File: config.mk
export PLATFORM = sky130hd
export DESIGN_NAME = dispense_job_sequencer_top
export DESIGN_NICKNAME = d
export VERILOG_FILES = /design/src/design/djs_pkg.sv /design/src/design/djs_store.sv /design/src/design/djs_seq.sv /design/src/design/dispense_job_sequencer_top.sv
export VERILOG_INCLUDE_DIRS = /design/src /design/src/design
export SDC_FILE = /design/constraint.sdc
export NUM_CORES = 1
export LEC_CHECK = 0
export BUFFER_PORTS_ARGS = -buffer_cell sky130_fd_sc_hd__buf_2
export CAP_MARGIN = 20
export CELL_PAD_IN_SITES_DETAIL_PLACEMENT = 1
export CELL_PAD_IN_SITES_GLOBAL_PLACEMENT = 1
export CORE_MARGIN = 3
export CORE_UTILIZATION = 49
export DETAILED_ROUTE_END_ITERATION = 12
export GPL_ROUTABILITY_DRIVEN = 0
export GPL_TIMING_DRIVEN = 0
export MAX_ROUTING_LAYER = met4
export PLACE_DENSITY = 0.87
export SLEW_MARGIN = 15
export SYNTH_ARGS = -nofsm -noshare
export SYNTH_HDL_FRONTEND = slang
export SYNTH_SLANG_ARGS = --single-unit
File: constraint.sdc
create_clock -name aclk -period 4.4 [get_ports aclk]
set_clock_uncertainty 0.1 [all_clocks]
set_input_delay 0.66 -clock aclk [delete_from_list [all_inputs] [get_ports aclk]]
set_output_delay 0.66 -clock aclk [all_outputs]
set_load 0.005 [all_outputs]
File: src/design/dispense_job_sequencer_top_assert.svh
// assertion macros for the dispense job sequencer
`ifndef DISPENSE_JOB_SEQUENCER_TOP_ASSERT_SVH
`define DISPENSE_JOB_SEQUENCER_TOP_ASSERT_SVH

`ifndef SYNTH
`define DJS_ASSERT(label, prop) \
    label: assert property (@(posedge aclk) disable iff (!aresetn) prop) \
        else $error("dispense job sequencer check failed");
`define DJS_ASSERT_NEXT(label, cond, nxt) \
    label: assert property (@(posedge aclk) disable iff (!aresetn) (cond) |=> (nxt)) \
        else $error("dispense job sequencer sequence check failed");
`else
`define DJS_ASSERT(label, prop)
`define DJS_ASSERT_NEXT(label, cond, nxt)
`endif

`endif

File: src/design/djs_pkg.sv
package djs_pkg;

    localparam int KIND_W = 3;
    localparam int SLOT_W = 3;
    localparam int MOD_W  = 4;
    localparam int CNT_W  = 8;
    localparam int MASK_W = 7;
    localparam int EV_W   = 3;
    localparam int HOLD_W = 12;
    localparam int PH_W   = 3;

    localparam logic [KIND_W-1:0] KIND_TICK   = 3'd0;
    localparam logic [KIND_W-1:0] KIND_SLOT   = 3'd1;
    localparam logic [KIND_W-1:0] KIND_REMOTE = 3'd2;
    localparam logic [KIND_W-1:0] KIND_SERVO  = 3'd3;
    localparam logic [KIND_W-1:0] KIND_LOAD   = 3'd4;

    localparam logic [EV_W-1:0] EV_ACCEPT    = 3'd0;
    localparam logic [EV_W-1:0] EV_REJECT    = 3'd1;
    localparam logic [EV_W-1:0] EV_START     = 3'd2;
    localparam logic [EV_W-1:0] EV_DISPENSED = 3'd3;
    localparam logic [EV_W-1:0] EV_JAMMED    = 3'd4;
    localparam logic [EV_W-1:0] EV_FINISHED  = 3'd5;
    localparam logic [EV_W-1:0] EV_HOME      = 3'd6;

    localparam logic [PH_W-1:0] PH_IDLE       = 3'd0;
    localparam logic [PH_W-1:0] PH_START      = 3'd1;
    localparam logic [PH_W-1:0] PH_WAIT_SERVO = 3'd2;
    localparam logic [PH_W-1:0] PH_SHOW       = 3'd3;
    localparam logic [PH_W-1:0] PH_HOLD       = 3'd4;

    localparam logic [HOLD_W-1:0] HOLD_RESET = 12'd3000;

    typedef struct packed {
        logic [KIND_W-1:0] kind;
        logic [SLOT_W-1:0] slot_index;
        logic [MOD_W-1:0]  module_index;
        logic              servo_ok;
        logic [CNT_W-1:0]  load_count;
        logic [MASK_W-1:0] load_slot_mask;
    } item_t;

    typedef struct packed {
        logic [EV_W-1:0]   event_res;
        logic [MOD_W-1:0]  module_number;
        logic [CNT_W-1:0]  count_left;
        logic              from_remote;
        logic [SLOT_W-1:0] job_slot;
    } result_t;

    typedef struct packed {
        logic              en;
        logic              mask_en;
        logic [MOD_W-1:0]  addr;
        logic [CNT_W-1:0]  count;
        logic [MASK_W-1:0] mask;
    } store_wr_t;

    typedef struct packed {
        logic            busy;
        logic [PH_W-1:0] phase;
    } seq_stat_t;

endpackage

File: src/design/djs_store.sv
module djs_store
    import djs_pkg::*;
#(
    parameter int MODULES = 6
) (
    input  logic              aclk,
    input  logic              aresetn,
    input  logic [MOD_W-1:0]  rd_addr,
    output logic [CNT_W-1:0]  rd_count,
    output logic [MASK_W-1:0] rd_mask,
    input  store_wr_t         wr
);

    localparam int MIDX_W = (MODULES > 1) ? $clog2(MODULES) : 1;
    localparam logic [MOD_W-1:0] MOD_LIMIT = MOD_W'(MODULES);

    logic [CNT_W-1:0]  counts_reg [MODULES];
    logic [MASK_W-1:0] masks_reg  [MODULES];

    // single read port, out-of-range modules read as empty
    always_comb begin
        if (rd_addr < MOD_LIMIT) begin
            rd_count = counts_reg[rd_addr[MIDX_W-1:0]];
            rd_mask  = masks_reg[rd_addr[MIDX_W-1:0]];
        end else begin
            rd_count = '0;
            rd_mask  = '0;
        end
    end

    always_ff @(posedge aclk) begin
        if (!aresetn) begin
            for (int i = 0; i < MODULES; i++) begin
                counts_reg[i] <= '0;
                masks_reg[i]  <= '0;
            end
        end else if (wr.en && wr.addr < MOD_LIMIT) begin
            counts_reg[wr.addr[MIDX_W-1:0]] <= wr.count;
            if (wr.mask_en) begin
                masks_reg[wr.addr[MIDX_W-1:0]] <= wr.mask;
            end
        end
    end

endmodule

File: src/design/djs_seq.sv
module djs_seq
    import djs_pkg::*;
#(
    parameter int MODULES = 6,
    parameter int SLOTS   = 7
) (
    input  logic              aclk,
    input  logic              aresetn,
    input  logic              in_valid,
    input  item_t             item,
    output logic              in_ready,
    input  logic [HOLD_W-1:0] hold_ticks,
    output logic [MOD_W-1:0]  rd_addr,
    input  logic [CNT_W-1:0]  rd_count,
    input  logic [MASK_W-1:0] rd_mask,
    output store_wr_t         wr,
    output logic              res_valid,
    output result_t           res,
    input  logic              out_free,
    output seq_stat_t         stat
);

    localparam logic [MOD_W-1:0]  MOD_LIMIT  = MOD_W'(MODULES);
    localparam logic [SLOT_W-1:0] SLOT_LIMIT = SLOT_W'(SLOTS);
    localparam logic [MASK_W-1:0] SLOT_MASK  = MASK_W'((1 << SLOTS) - 1);

    localparam logic [1:0] ST_IDLE = 2'd0;
    localparam logic [1:0] ST_EXEC = 2'd1;
    localparam logic [1:0] ST_SCAN = 2'd2;
    localparam logic [1:0] ST_OUT  = 2'd3;

    logic [1:0]        st_reg,     st_next;
    item_t             item_reg,   item_next;
    logic [PH_W-1:0]   phase_reg,  phase_next;
    logic              remote_reg, remote_next;
    logic [SLOT_W-1:0] slot_reg,   slot_next;
    logic [MOD_W-1:0]  cur_reg,    cur_next;
    logic [HOLD_W-1:0] hold_reg,   hold_next;
    result_t           res_reg,    res_next;

    logic [CNT_W-1:0]  left;
    logic              scan_hit;
    logic [HOLD_W:0]   hold_inc;

    assign in_ready   = (st_reg == ST_IDLE);
    assign res_valid  = (st_reg == ST_OUT);
    assign res        = res_reg;
    assign stat.busy  = (st_reg != ST_IDLE);
    assign stat.phase = phase_reg;

    // remote requests check the requested module, everything else the current one
    assign rd_addr = (st_reg == ST_EXEC && item_reg.kind == KIND_REMOTE) ?
                     item_reg.module_index : cur_reg;

    assign left     = (rd_count == '0) ? '0 : rd_count - CNT_W'(1);
    assign scan_hit = remote_reg || (rd_mask[slot_reg] && rd_count != '0);
    assign hold_inc = {1'b0, hold_reg} + (HOLD_W+1)'(1);

    always_comb begin
        st_next     = st_reg;
        item_next   = item_reg;
        phase_next  = phase_reg;
        remote_next = remote_reg;
        slot_next   = slot_reg;
        cur_next    = cur_reg;
        hold_next   = hold_reg;
        res_next    = res_reg;
        wr          = '0;

        unique case (st_reg)
            ST_IDLE: begin
                if (in_valid) begin
                    item_next = item;
                    st_next   = ST_EXEC;
                end
            end
            ST_EXEC: begin
                st_next = ST_IDLE;
                case (item_reg.kind)
                    KIND_TICK: begin
                        case (phase_reg)
                            PH_START: st_next = ST_SCAN;
                            PH_SHOW: begin
                                hold_next  = '0;
                                phase_next = PH_HOLD;
                                res_next   = '{EV_FINISHED, '0, '0, remote_reg, slot_reg};
                                st_next    = ST_OUT;
                            end
                            PH_HOLD: begin
                                if (hold_inc >= {1'b0, hold_ticks}) begin
                                    phase_next = PH_IDLE;
                                    hold_next  = '0;
                                    res_next   = '{EV_HOME, '0, '0, remote_reg, slot_reg};
                                    st_next    = ST_OUT;
                                end else begin
                                    hold_next = hold_inc[HOLD_W-1:0];
                                end
                            end
                            default: ;
                        endcase
                    end
                    KIND_SLOT: begin
                        if (phase_reg != PH_IDLE || item_reg.slot_index >= SLOT_LIMIT) begin
                            res_next = '{EV_REJECT, '0, '0, 1'b0, item_reg.slot_index};
                        end else begin
                            phase_next  = PH_START;
                            remote_next = 1'b0;
                            slot_next   = item_reg.slot_index;
                            cur_next    = '0;
                            res_next    = '{EV_ACCEPT, '0, '0, 1'b0, item_reg.slot_index};
                        end
                        st_next = ST_OUT;
                    end
                    KIND_REMOTE: begin
                        if (phase_reg != PH_IDLE || item_reg.module_index >= MOD_LIMIT ||
                            rd_count == '0) begin
                            res_next = '{EV_REJECT, item_reg.module_index, '0, 1'b1, '0};
                        end else begin
                            phase_next  = PH_START;
                            remote_next = 1'b1;
                            slot_next   = '0;
                            cur_next    = item_reg.module_index;
                            res_next    = '{EV_ACCEPT, item_reg.module_index, '0, 1'b1, '0};
                        end
                        st_next = ST_OUT;
                    end
                    KIND_SERVO: begin
                        if (phase_reg == PH_WAIT_SERVO && cur_reg < MOD_LIMIT) begin
                            if (item_reg.servo_ok) begin
                                wr.en    = 1'b1;
                                wr.addr  = cur_reg;
                                wr.count = left;
                                res_next = '{EV_DISPENSED, cur_reg, left, remote_reg, slot_reg};
                            end else begin
                                res_next = '{EV_JAMMED, cur_reg, '0, remote_reg, slot_reg};
                            end
                            if (remote_reg) begin
                                cur_next   = MOD_LIMIT;
                                phase_next = PH_SHOW;
                            end else begin
                                cur_next   = cur_reg + MOD_W'(1);
                                phase_next = PH_START;
                            end
                            st_next = ST_OUT;
                        end
                    end
                    KIND_LOAD: begin
                        wr.en      = 1'b1;
                        wr.mask_en = 1'b1;
                        wr.addr    = item_reg.module_index;
                        wr.count   = item_reg.load_count;
                        wr.mask    = item_reg.load_slot_mask & SLOT_MASK;
                    end
                    default: ;
                endcase
            end
            ST_SCAN: begin
                // one module per cycle through the shared read port
                if (cur_reg >= MOD_LIMIT) begin
                    phase_next = PH_SHOW;
                    st_next    = ST_IDLE;
                end else if (scan_hit) begin
                    phase_next = PH_WAIT_SERVO;
                    res_next   = '{EV_START, cur_reg, '0, remote_reg, slot_reg};
                    st_next    = ST_OUT;
                end else begin
                    cur_next = cur_reg + MOD_W'(1);
                end
            end
            ST_OUT: begin
                if (out_free) begin
                    st_next = ST_IDLE;
                end
            end
            default: st_next = ST_IDLE;
        endcase
    end

    always_ff @(posedge aclk) begin
        if (!aresetn) begin
            st_reg     <= ST_IDLE;
            phase_reg  <= PH_IDLE;
            remote_reg <= 1'b0;
            slot_reg   <= '0;
            cur_reg    <= '0;
            hold_reg   <= '0;
        end else begin
            st_reg     <= st_next;
            phase_reg  <= phase_next;
            remote_reg <= remote_next;
            slot_reg   <= slot_next;
            cur_reg    <= cur_next;
            hold_reg   <= hold_next;
        end
    end

    always_ff @(posedge aclk) begin
        item_reg <= item_next;
        res_reg  <= res_next;
    end

endmodule

File: src/design/dispense_job_sequencer_top.sv
// an accepted item is registered, executed in the EXEC state, and any result is
// registered and then handed to the output register; a tick that starts a module
// scan first steps through the modules in the SCAN state, one module per cycle;
// one item at a time, and a result waits for room in the output register (m_tready)
// reset: aresetn synchronous active low, clears counts, masks, job state, hold time 3000
module dispense_job_sequencer_top
    import djs_pkg::*;
#(
    parameter int MODULES = 6,
    parameter int SLOTS   = 7
) (
    input  logic        aclk,
    input  logic        aresetn,
    input  logic        cfg_we,
    input  logic [11:0] cfg_wdata,   // result_hold_ticks
    input  logic        s_tvalid,
    output logic        s_tready,
    input  logic [23:0] s_tdata,     // slot_index, module_index, servo_ok, load_count,
                                     // load_slot_mask, one unused bit
    input  logic [2:0]  s_tuser,     // kind
    output logic        m_tvalid,
    input  logic        m_tready,
    output logic [15:0] m_tdata,     // module_number, count_left, from_remote, job_slot
    output logic [2:0]  m_tuser      // event_res
);

    `include "dispense_job_sequencer_top_assert.svh"

    logic [HOLD_W-1:0] hold_ticks_reg;
    logic              m_valid_reg;
    result_t           m_data_reg;

    item_t             item;
    logic [MOD_W-1:0]  rd_addr;
    logic [CNT_W-1:0]  rd_count;
    logic [MASK_W-1:0] rd_mask;
    store_wr_t         wr;
    logic              res_valid;
    result_t           res;
    logic              out_free;
    seq_stat_t         stat;

    assign item.kind           = s_tuser;
    assign item.slot_index     = s_tdata[2:0];
    assign item.module_index   = s_tdata[6:3];
    assign item.servo_ok       = s_tdata[7];
    assign item.load_count     = s_tdata[15:8];
    assign item.load_slot_mask = s_tdata[22:16];

    assign out_free = !m_valid_reg || m_tready;

    always_ff @(posedge aclk) begin
        if (!aresetn) begin
            hold_ticks_reg <= HOLD_RESET;
        end else if (cfg_we) begin
            hold_ticks_reg <= cfg_wdata;
        end
    end

    djs_store #(
        .MODULES (MODULES)
    ) u_store (
        .aclk     (aclk),
        .aresetn  (aresetn),
        .rd_addr  (rd_addr),
        .rd_count (rd_count),
        .rd_mask  (rd_mask),
        .wr       (wr)
    );

    djs_seq #(
        .MODULES (MODULES),
        .SLOTS   (SLOTS)
    ) u_seq (
        .aclk       (aclk),
        .aresetn    (aresetn),
        .in_valid   (s_tvalid),
        .item       (item),
        .in_ready   (s_tready),
        .hold_ticks (hold_ticks_reg),
        .rd_addr    (rd_addr),
        .rd_count   (rd_count),
        .rd_mask    (rd_mask),
        .wr         (wr),
        .res_valid  (res_valid),
        .res        (res),
        .out_free   (out_free),
        .stat       (stat)
    );

    // output register decouples the sequencer from the downstream stall
    always_ff @(posedge aclk) begin
        if (!aresetn) begin
            m_valid_reg <= 1'b0;
        end else if (res_valid && out_free) begin
            m_valid_reg <= 1'b1;
        end else if (m_tready) begin
            m_valid_reg <= 1'b0;
        end
    end

    always_ff @(posedge aclk) begin
        if (res_valid && out_free) begin
            m_data_reg <= res;
        end
    end

    assign m_tvalid = m_valid_reg;
    assign m_tuser  = m_data_reg.event_res;
    assign m_tdata  = {m_data_reg.job_slot, m_data_reg.from_remote,
                       m_data_reg.count_left, m_data_reg.module_number};

    `DJS_ASSERT_NEXT(a_busy_after_accept, s_tvalid && s_tready, !s_tready && stat.busy)
    `DJS_ASSERT(a_home_idle, (res_valid && res.event_res == EV_HOME) |-> stat.phase == PH_IDLE)
    `DJS_ASSERT(a_count_zero, (m_tvalid && m_tuser != EV_DISPENSED) |-> m_tdata[11:4] == '0)

endmodule

### Word level (Yosys, flattened, before mapping)

Memories as Yosys holds them, arrays and structs flattened.
Index checks and enable logic that the tools add are counted.
W data, S select, Z words.

* memory bits (writable): 90
* register bits: 102
* memories: 2
* output and inout port bits: 21

Memory list
* u_store.counts_reg: depth 6, bits a word 8, read ports 1, clocked after Yosys merged registers in 0, write ports 6, line djs_store.sv:17 `logic [CNT_W-1:0] counts_reg [MODULES];`
* u_store.masks_reg: depth 6, bits a word 7, read ports 1, clocked after Yosys merged registers in 0, write ports 6, line djs_store.sv:18 `logic [MASK_W-1:0] masks_reg [MODULES];`

* $lt $le $gt $ge: 8
* equality and inequality tests: 26
* reduce and logical (&&, ||, !) cells: 30
* $add $sub $neg: 3
* muxes and demuxes: 76

Operators by type and width (number)
* $mux W19: 5
* $pmux W19 S2: 2
* $pmux W19 S4: 1
* $pmux W12 S2: 2
* $mux W12: 3
* $mux W17: 2
* $mux W3: 10
* $mux W4: 7
* $mux W8: 3
* $mux W21: 1
* $mux W7: 3
* $mux W1: 18
* $pmux W3 S2: 3
* $mux W2: 7
* $reduce_and A7 Y1: 2
* $add A12 B1 Y13 const B: 1
* $ge A13 B12 Y1: 1
* $eq A3 B2 Y1 const B: 4
* $lt A4 B3 Y1 const B: 3
* $ne A4 B4 Y1 const B: 3
* $pmux W2 S3: 2
* $pmux W3 S4: 1
* $pmux W4 S3: 1
* $ne A2 B2 Y1 const B: 5
* other kinds (33): 53

### Depth between registers and ports, before layout

* word-level depth: 18
* mapped depth: 16
* mapped depth without buffers: 14

### Cells and area by module

Synthesis repeated with hierarchy kept, for this count alone.

* cells, all modules: 810
* area total of the unflattened synthesis: 9242.6 um^2

By module, submodules not included
* djs_seq: cells an instance 438, times used 1, area each 4167.7 um^2
* djs_store: cells an instance 310, times used 1, area each 4027.6 um^2
* dispense_job_sequencer_top: cells an instance 62, times used 1, area each 1047.3 um^2

### Worst setup path after synthesis

No wires, ideal clock.

* kind: reg-to-reg
* from: register u_seq.item_reg[23] (netlist bit)
* to: register u_seq.res_reg (netlist bit u_seq.res[0]) (enable)
* clock period less this slack: 4000 ps
* cell stages (with the launch flop): 14
* arrival: 3499 ps
* path slack: 400 ps
* library setup time: 401 ps
* cell sequence: edfxtp_1 > or3b_4 > nor2_2 > a21o_1 > buf_4 > mux4_2 > mux2i_1 > nor2_1 > inv_1 > ha_1 > inv_1 > o31a_1 > o221ai_2 > a21oi_1

* longest elaborated chain between the ends: 11

Ends and longest elaborated chain
* start, declared: line djs_seq.sv:33 `item_t item_reg, item_next;`
* start signal, assigned: line djs_seq.sv:198 `item_reg <= item_next;`
* $eq A3 B2 Y1: line djs_seq.sv:52, djs_seq.sv:79
* $logic_and A1 B1 Y1: line djs_seq.sv:52 `assign rd_addr = (st_reg == ST_EXEC && item_reg.kind == KIND_REMOTE) ?`
* $mux W4: line djs_seq.sv:52
* $lt A4 B3 Y1 or $mem_v2 Z6 W7 (tied branches)
* $mux W7: line djs_store.sv:22 `if (rd_addr < MOD_LIMIT) begin`
* $bmux W1 S3: line djs_seq.sv:56 `assign scan_hit = remote_reg || (rd_mask[slot_reg] && rd_count != '0);`
* $mux W1 (not written as such): line djs_seq.sv:56
* $logic_and A1 B1 Y1: line djs_seq.sv:56
* $logic_or A1 B1 Y1: line djs_seq.sv:56
* $ne A2 B1 Y1 (no source line)
* $reduce_and A7 Y1 (no source line) (*)
* end signal, assigned: line djs_seq.sv:199 `res_reg <= res_next;`
* end, declared: line djs_seq.sv:39 `result_t res_reg, res_next;`

Mark *: on every way between the ends. The rest lies on a longest branch, timed or not. The select of a mux whose other input is x is not followed.
A chain may end at the register's enable or synchronous reset.

==> key figures <==
Power and ir drop
  • Reg power frac: a little over two fifths
  • Pwr/cell area: 452 mW/mm^2
  • Peak supply drop: 0.000291 V
  • NetSw: 1.66 mW
  • Share of power burned in combinational logic: 20.2%
  • Final Power: 5.73 mW
  • Portion of total power attributed to the clock network: 36.4%
  • Cell internal power dissipation: 4.06 mW
  • Leak Pwr: 4.74 nW
  • Sw Ratio: approximately 29%

Clock tree
  • Largest buffer count on any clock path: 3
  • Clock-pin slew on the worst setup and hold paths: roughly 0.070 ns
  • Sink Count: 220
  • CTS Hold Bufs: 0
  • Total clock buffers created by CTS: 24
  • Insertion delay of the later-clocked pin in the worst-skew pair: 0.53 ns
  • CTS H-tree depth: 1
  • TritonCTS clock tree: yes
  • Clock root buffer: sky130_fd_sc_hd__clkbuf_16

Synthesis
  • FFs w/ async S/R, synth: 0%
  • Largest cells by area after synthesis: sky130_fd_sc_hd__edfxtp_1 51%, sky130_fd_sc_hd__dfxtp_1 7.0%, sky130_fd_sc_hd__nor2_1 4.7%
  • List of most frequent post-synthesis cells: 182 x sky130_fd_sc_hd__edfxtp_1, 135 x sky130_fd_sc_hd__nor2_1, 110 x sky130_fd_sc_hd__nand2_1, 52 x sky130_fd_sc_hd__a21oi_1, 38 x sky130_fd_sc_hd__dfxtp_1
  • Number of enable-type register cells in the synthesized netlist: roughly 180
  • Synthesized instance count: 981
  • Top cell type by total area after synthesis: sky130_fd_sc_hd__edfxtp_1
  • Post-synthesis cell type count: 80
  • Count of warnings emitted by yosys: 0
  • Post-synthesis sequential area ratio: 57.5%
  • Top-area cell type share of the netlist area: between 50 and 60%
  • Most common cell in the netlist: sky130_fd_sc_hd__edfxtp_1
  • Number of storage elements in the synthesis netlist: between 200 and 250
  • Cell area after synthesis: about 0.011 mm^2
  • Post-synth top flop: sky130_fd_sc_hd__edfxtp_1
  • Syn_area_per_cell: 11.0 um^2

Min path
  • Endpoint of the worst hold-timing path: u_seq.item_reg[13]$_DFFE_PP_
  • Number of stages on the worst hold path: 1
  • Hold wc startpoint: s_tdata[14]
  • Worst hold path class: input port to flop

Job
  • Reported max-cap violation count: 0

Route
  • Aggregate routed wire length: approximately 34 mm
  • Routed len/inst: 24.2 um
  • Detail-routed via count per cell: 6.29
  • Drt initial violations: 910
  • Vias: 8793
  • Antenna Violating Nets Remaining: 0
  • Remaining DRCs: 0
  • Pre-Repair DR Iteration Count: 5

Finish
  • Multi-input logic area: 0.00452 mm^2
  • Filler cell count: approximately 2300
  • Area taken by flip-flops and latches: a little over 0.006 mm^2
  • Post-route insts no fill: 1399
  • Diodes inserted: 0
  • Area grow syn2layout: 17.0%
  • Net count reported at finish: about 1200
  • Number of flip-flops in the largest register: between 60 and 70
  • Layout cell share with drive strength beyond 1: 17.3%

GRT
  • Overflow after GRT: 0
  • Overall Global Routing Usage: between 20 and 30%
  • Number of antenna violations at the first check in global routing: 0
  • First-pass GRT wire length: 52.4 mm
  • Vias in the first global route: 9250
  • Pin count of the biggest net entering global routing: 28

Critical path
  • Cell-by-cell listing of the critical path: buf_4, nor3b_4, buf_4, buf_4, and2_1, or4_1, a211oi_2, o31a_1, nand4_1, or3_1, a21oi_1, o31a_2, nor2_1
  • Critical path start-end classification: flop to flop
  • Slack of the worst reg-to-reg path: -0.0004 ns
  • Count of cells along the worst register-to-register path: 13
  • Source of the worst register-to-register timing path: u_seq.item_reg[24]$_DFFE_PP_
  • Crit path max fanout: 10
  • Slowest stage cell, crit path: sky130_fd_sc_hd__or4_1
  • Endpoint of the worst-slack reg-to-reg timing path: u_store.counts_reg[2][7]$_SDFFCE_PN0P_
  • Critical path's largest stage delay: 0.58 ns
  • Worst Setup End Kind: flop
  • Data arrival time of the critical path: 4.56 ns
  • Required time of the worst setup path: 4.56 ns
  • Setup crit start kind: flop
  • Dominant cell type by count on the critical path: sky130_fd_sc_hd__buf_4

STA
  • Setup violators final: 1
  • Count of final max-slew check failures: 0
  • Count of final hold-check violations: 0
  • Unrepaired setup endpoints after global routing: true
  • Final worst path period share: 100%
  • Setup ws final: -0.000446 ns
  • Worst rel slew slack: between 30% and 40%
  • Actual slew at the worst max-slew pin: just over 0.9 ns
  • Highest clock frequency the design can meet: between 0.2 and 0.25 GHz
  • Final min period: between 4 and 5 ns
  • Setup TNS: -0.000446 ns

Outcome
  • Failing checks: setup timing
  • Status: complete, but fails checks

Die
  • Number of standard-cell rows in the floorplan: 53
  • Full die area: 0.0239 mm^2
  • Chip Height: 155 um
  • Initial Util: 50.7%
  • Num ports: 65
  • Horizontal extent of the die: between 150 and 200 um
  • Placeable core region: 0.0214 mm^2

Placed design
  • Post-DP HPWL: 23.7 mm
  • Count of input and output buffers: 62
  • Placed Cells incl. Taps: around 1300
==> per-layer routing <==
metal	share of wire [%]	wire, um	global-route usage (%)	vias to the layer above
met4	4.1	1370	10.1	0
li1	-	-	-	3872
met3	8.5	2870	6.18	115
met2	49	16600	47.9	461
met1	38	13000	35.1	4345
met5	0	0	-	-
==> area by class of cell <==
| class | count | area share (%) |
|---|---|---|
| clock buffer | 33 | 5.43 |
| sequential | 220 | 49.2 |
| tap | 275 | 2.72 |
| inverter | 33 | 0.979 |
| clock inverter | 10 | 0.969 |
| buffer | 50 | 1.95 |
| timing repair buffer | 73 | 3.09 |
| multi-input combinational | 705 | 35.7 |
==> metrics by stage <==
stage	hold WS [ns]	setup slack, ns	utilization (%)	area [um^2]
6_report	0.207	-0.000446	59.3	12700
5_1_grt	0.206	-0.0728	59.3	12700
4_1_cts	0.203	0.00496	58.7	12500
3_5_place_dp	0.307	-0.771	54.4	11600
3_3_place_gp	0.301	-0.709	54.2	11600
2_1_floorplan	0.300	0.400	-	10900
==> how the worst max path moves through the flow <==
stage	from	to	slack [ns]
after global placement	u_seq.item_reg[24]$_DFFE_PP_	u_seq.res[5]$_SDFFCE_PP0P_	-0.71
after detailed placement	u_seq.item_reg[23]$_DFFE_PP_	u_store.masks_reg[4][3]$_SDFFCE_PN0P_	-0.77
final	u_seq.item_reg[24]$_DFFE_PP_	u_store.counts_reg[2][7]$_SDFFCE_PN0P_	-0.0004
after floorplan	u_seq.item_reg[23]$_DFFE_PP_	u_seq.res[0]$_DFFE_PP_	0.40
after CTS	u_seq.item_reg[23]$_DFFE_PP_	u_seq.res[4]$_SDFFCE_PP0P_	0.005
after global routing	u_seq.item_reg[24]$_DFFE_PP_	u_store.counts_reg[3][7]$_SDFFCE_PN0P_	-0.07
==> placed cells by master (no fill, tap or decap), types with 10 or more instances in the layout <==
cell,n
sky130_fd_sc_hd__inv_1,31
sky130_fd_sc_hd__nor3_1,13
sky130_fd_sc_hd__clkbuf_1,30
sky130_fd_sc_hd__nand2_1,107
sky130_fd_sc_hd__buf_2,74
sky130_fd_sc_hd__nor2_1,131
sky130_fd_sc_hd__nand3_1,24
sky130_fd_sc_hd__mux4_2,12
sky130_fd_sc_hd__dfxtp_1,38
sky130_fd_sc_hd__a21oi_1,48
sky130_fd_sc_hd__ha_1,16
sky130_fd_sc_hd__nand2b_1,18
sky130_fd_sc_hd__a311oi_1,10
sky130_fd_sc_hd__edfxtp_1,182
sky130_fd_sc_hd__and2_1,17
sky130_fd_sc_hd__o211ai_1,13
sky130_fd_sc_hd__conb_1,28
sky130_fd_sc_hd__or3_1,10
sky130_fd_sc_hd__a211oi_1,24
sky130_fd_sc_hd__clkbuf_16,26
sky130_fd_sc_hd__o21ai_0,25
sky130_fd_sc_hd__and3_1,18
sky130_fd_sc_hd__mux2i_1,20
sky130_fd_sc_hd__buf_4,14
==> logic make-up (layout without fill, tap and decap cells) <==
| kind of cell | after synthesis | count (layout) | synth area share (%) |
|---|---|---|---|
| AOI/OAI and AO/OA | 212 | 212 | 13.8 |
| adders and majority gates | 18 | 18 | 2.08 |
| and+or+nand+nor | 397 | 397 | 17.4 |
| buffers and inverters | 83 | 199 | 3.31 |
| DFF | 220 | 220 | 57.5 |
| xor gates and xnor gates | 14 | 14 | 1.13 |
| other | 1 | 28 | 0.0347 |
| muxes | 36 | 36 | 4.74 |
==> timing repair <==
| item | 4_1_cts | 5_1_grt |
|---|---|---|
| resized for setup | 15 | 33 |
| hold endpoints to repair | 0 | 0 |
| endpoints found under the setup margin | 138 | 138 |
| pin swaps | 2 | 6 |
| setup buffers | 4 | 3 |
| cloned | 0 | 0 |
==> power by group through the flow <==
stage          Clock [mW]  Combinational [mW]  Sequential (mW)
5_1_grt              2.18                1.23             2.50
2_1_floorplan           0               0.681             2.49
4_1_cts              2.10                1.07             2.48
3_3_place_gp            0               0.967             2.52
6_report             2.09                1.16             2.49
3_5_place_dp            0                1.02             2.53
==> worst max-delay path: cells and delay by family, from the launching register on <==
family,cells,cell delay [ns]
compound gates,4,1.54
flops,1,0.42
buf+inv,3,0.51
simple gates,6,1.57
Note: power is estimated with default switching activity, not from simulation.
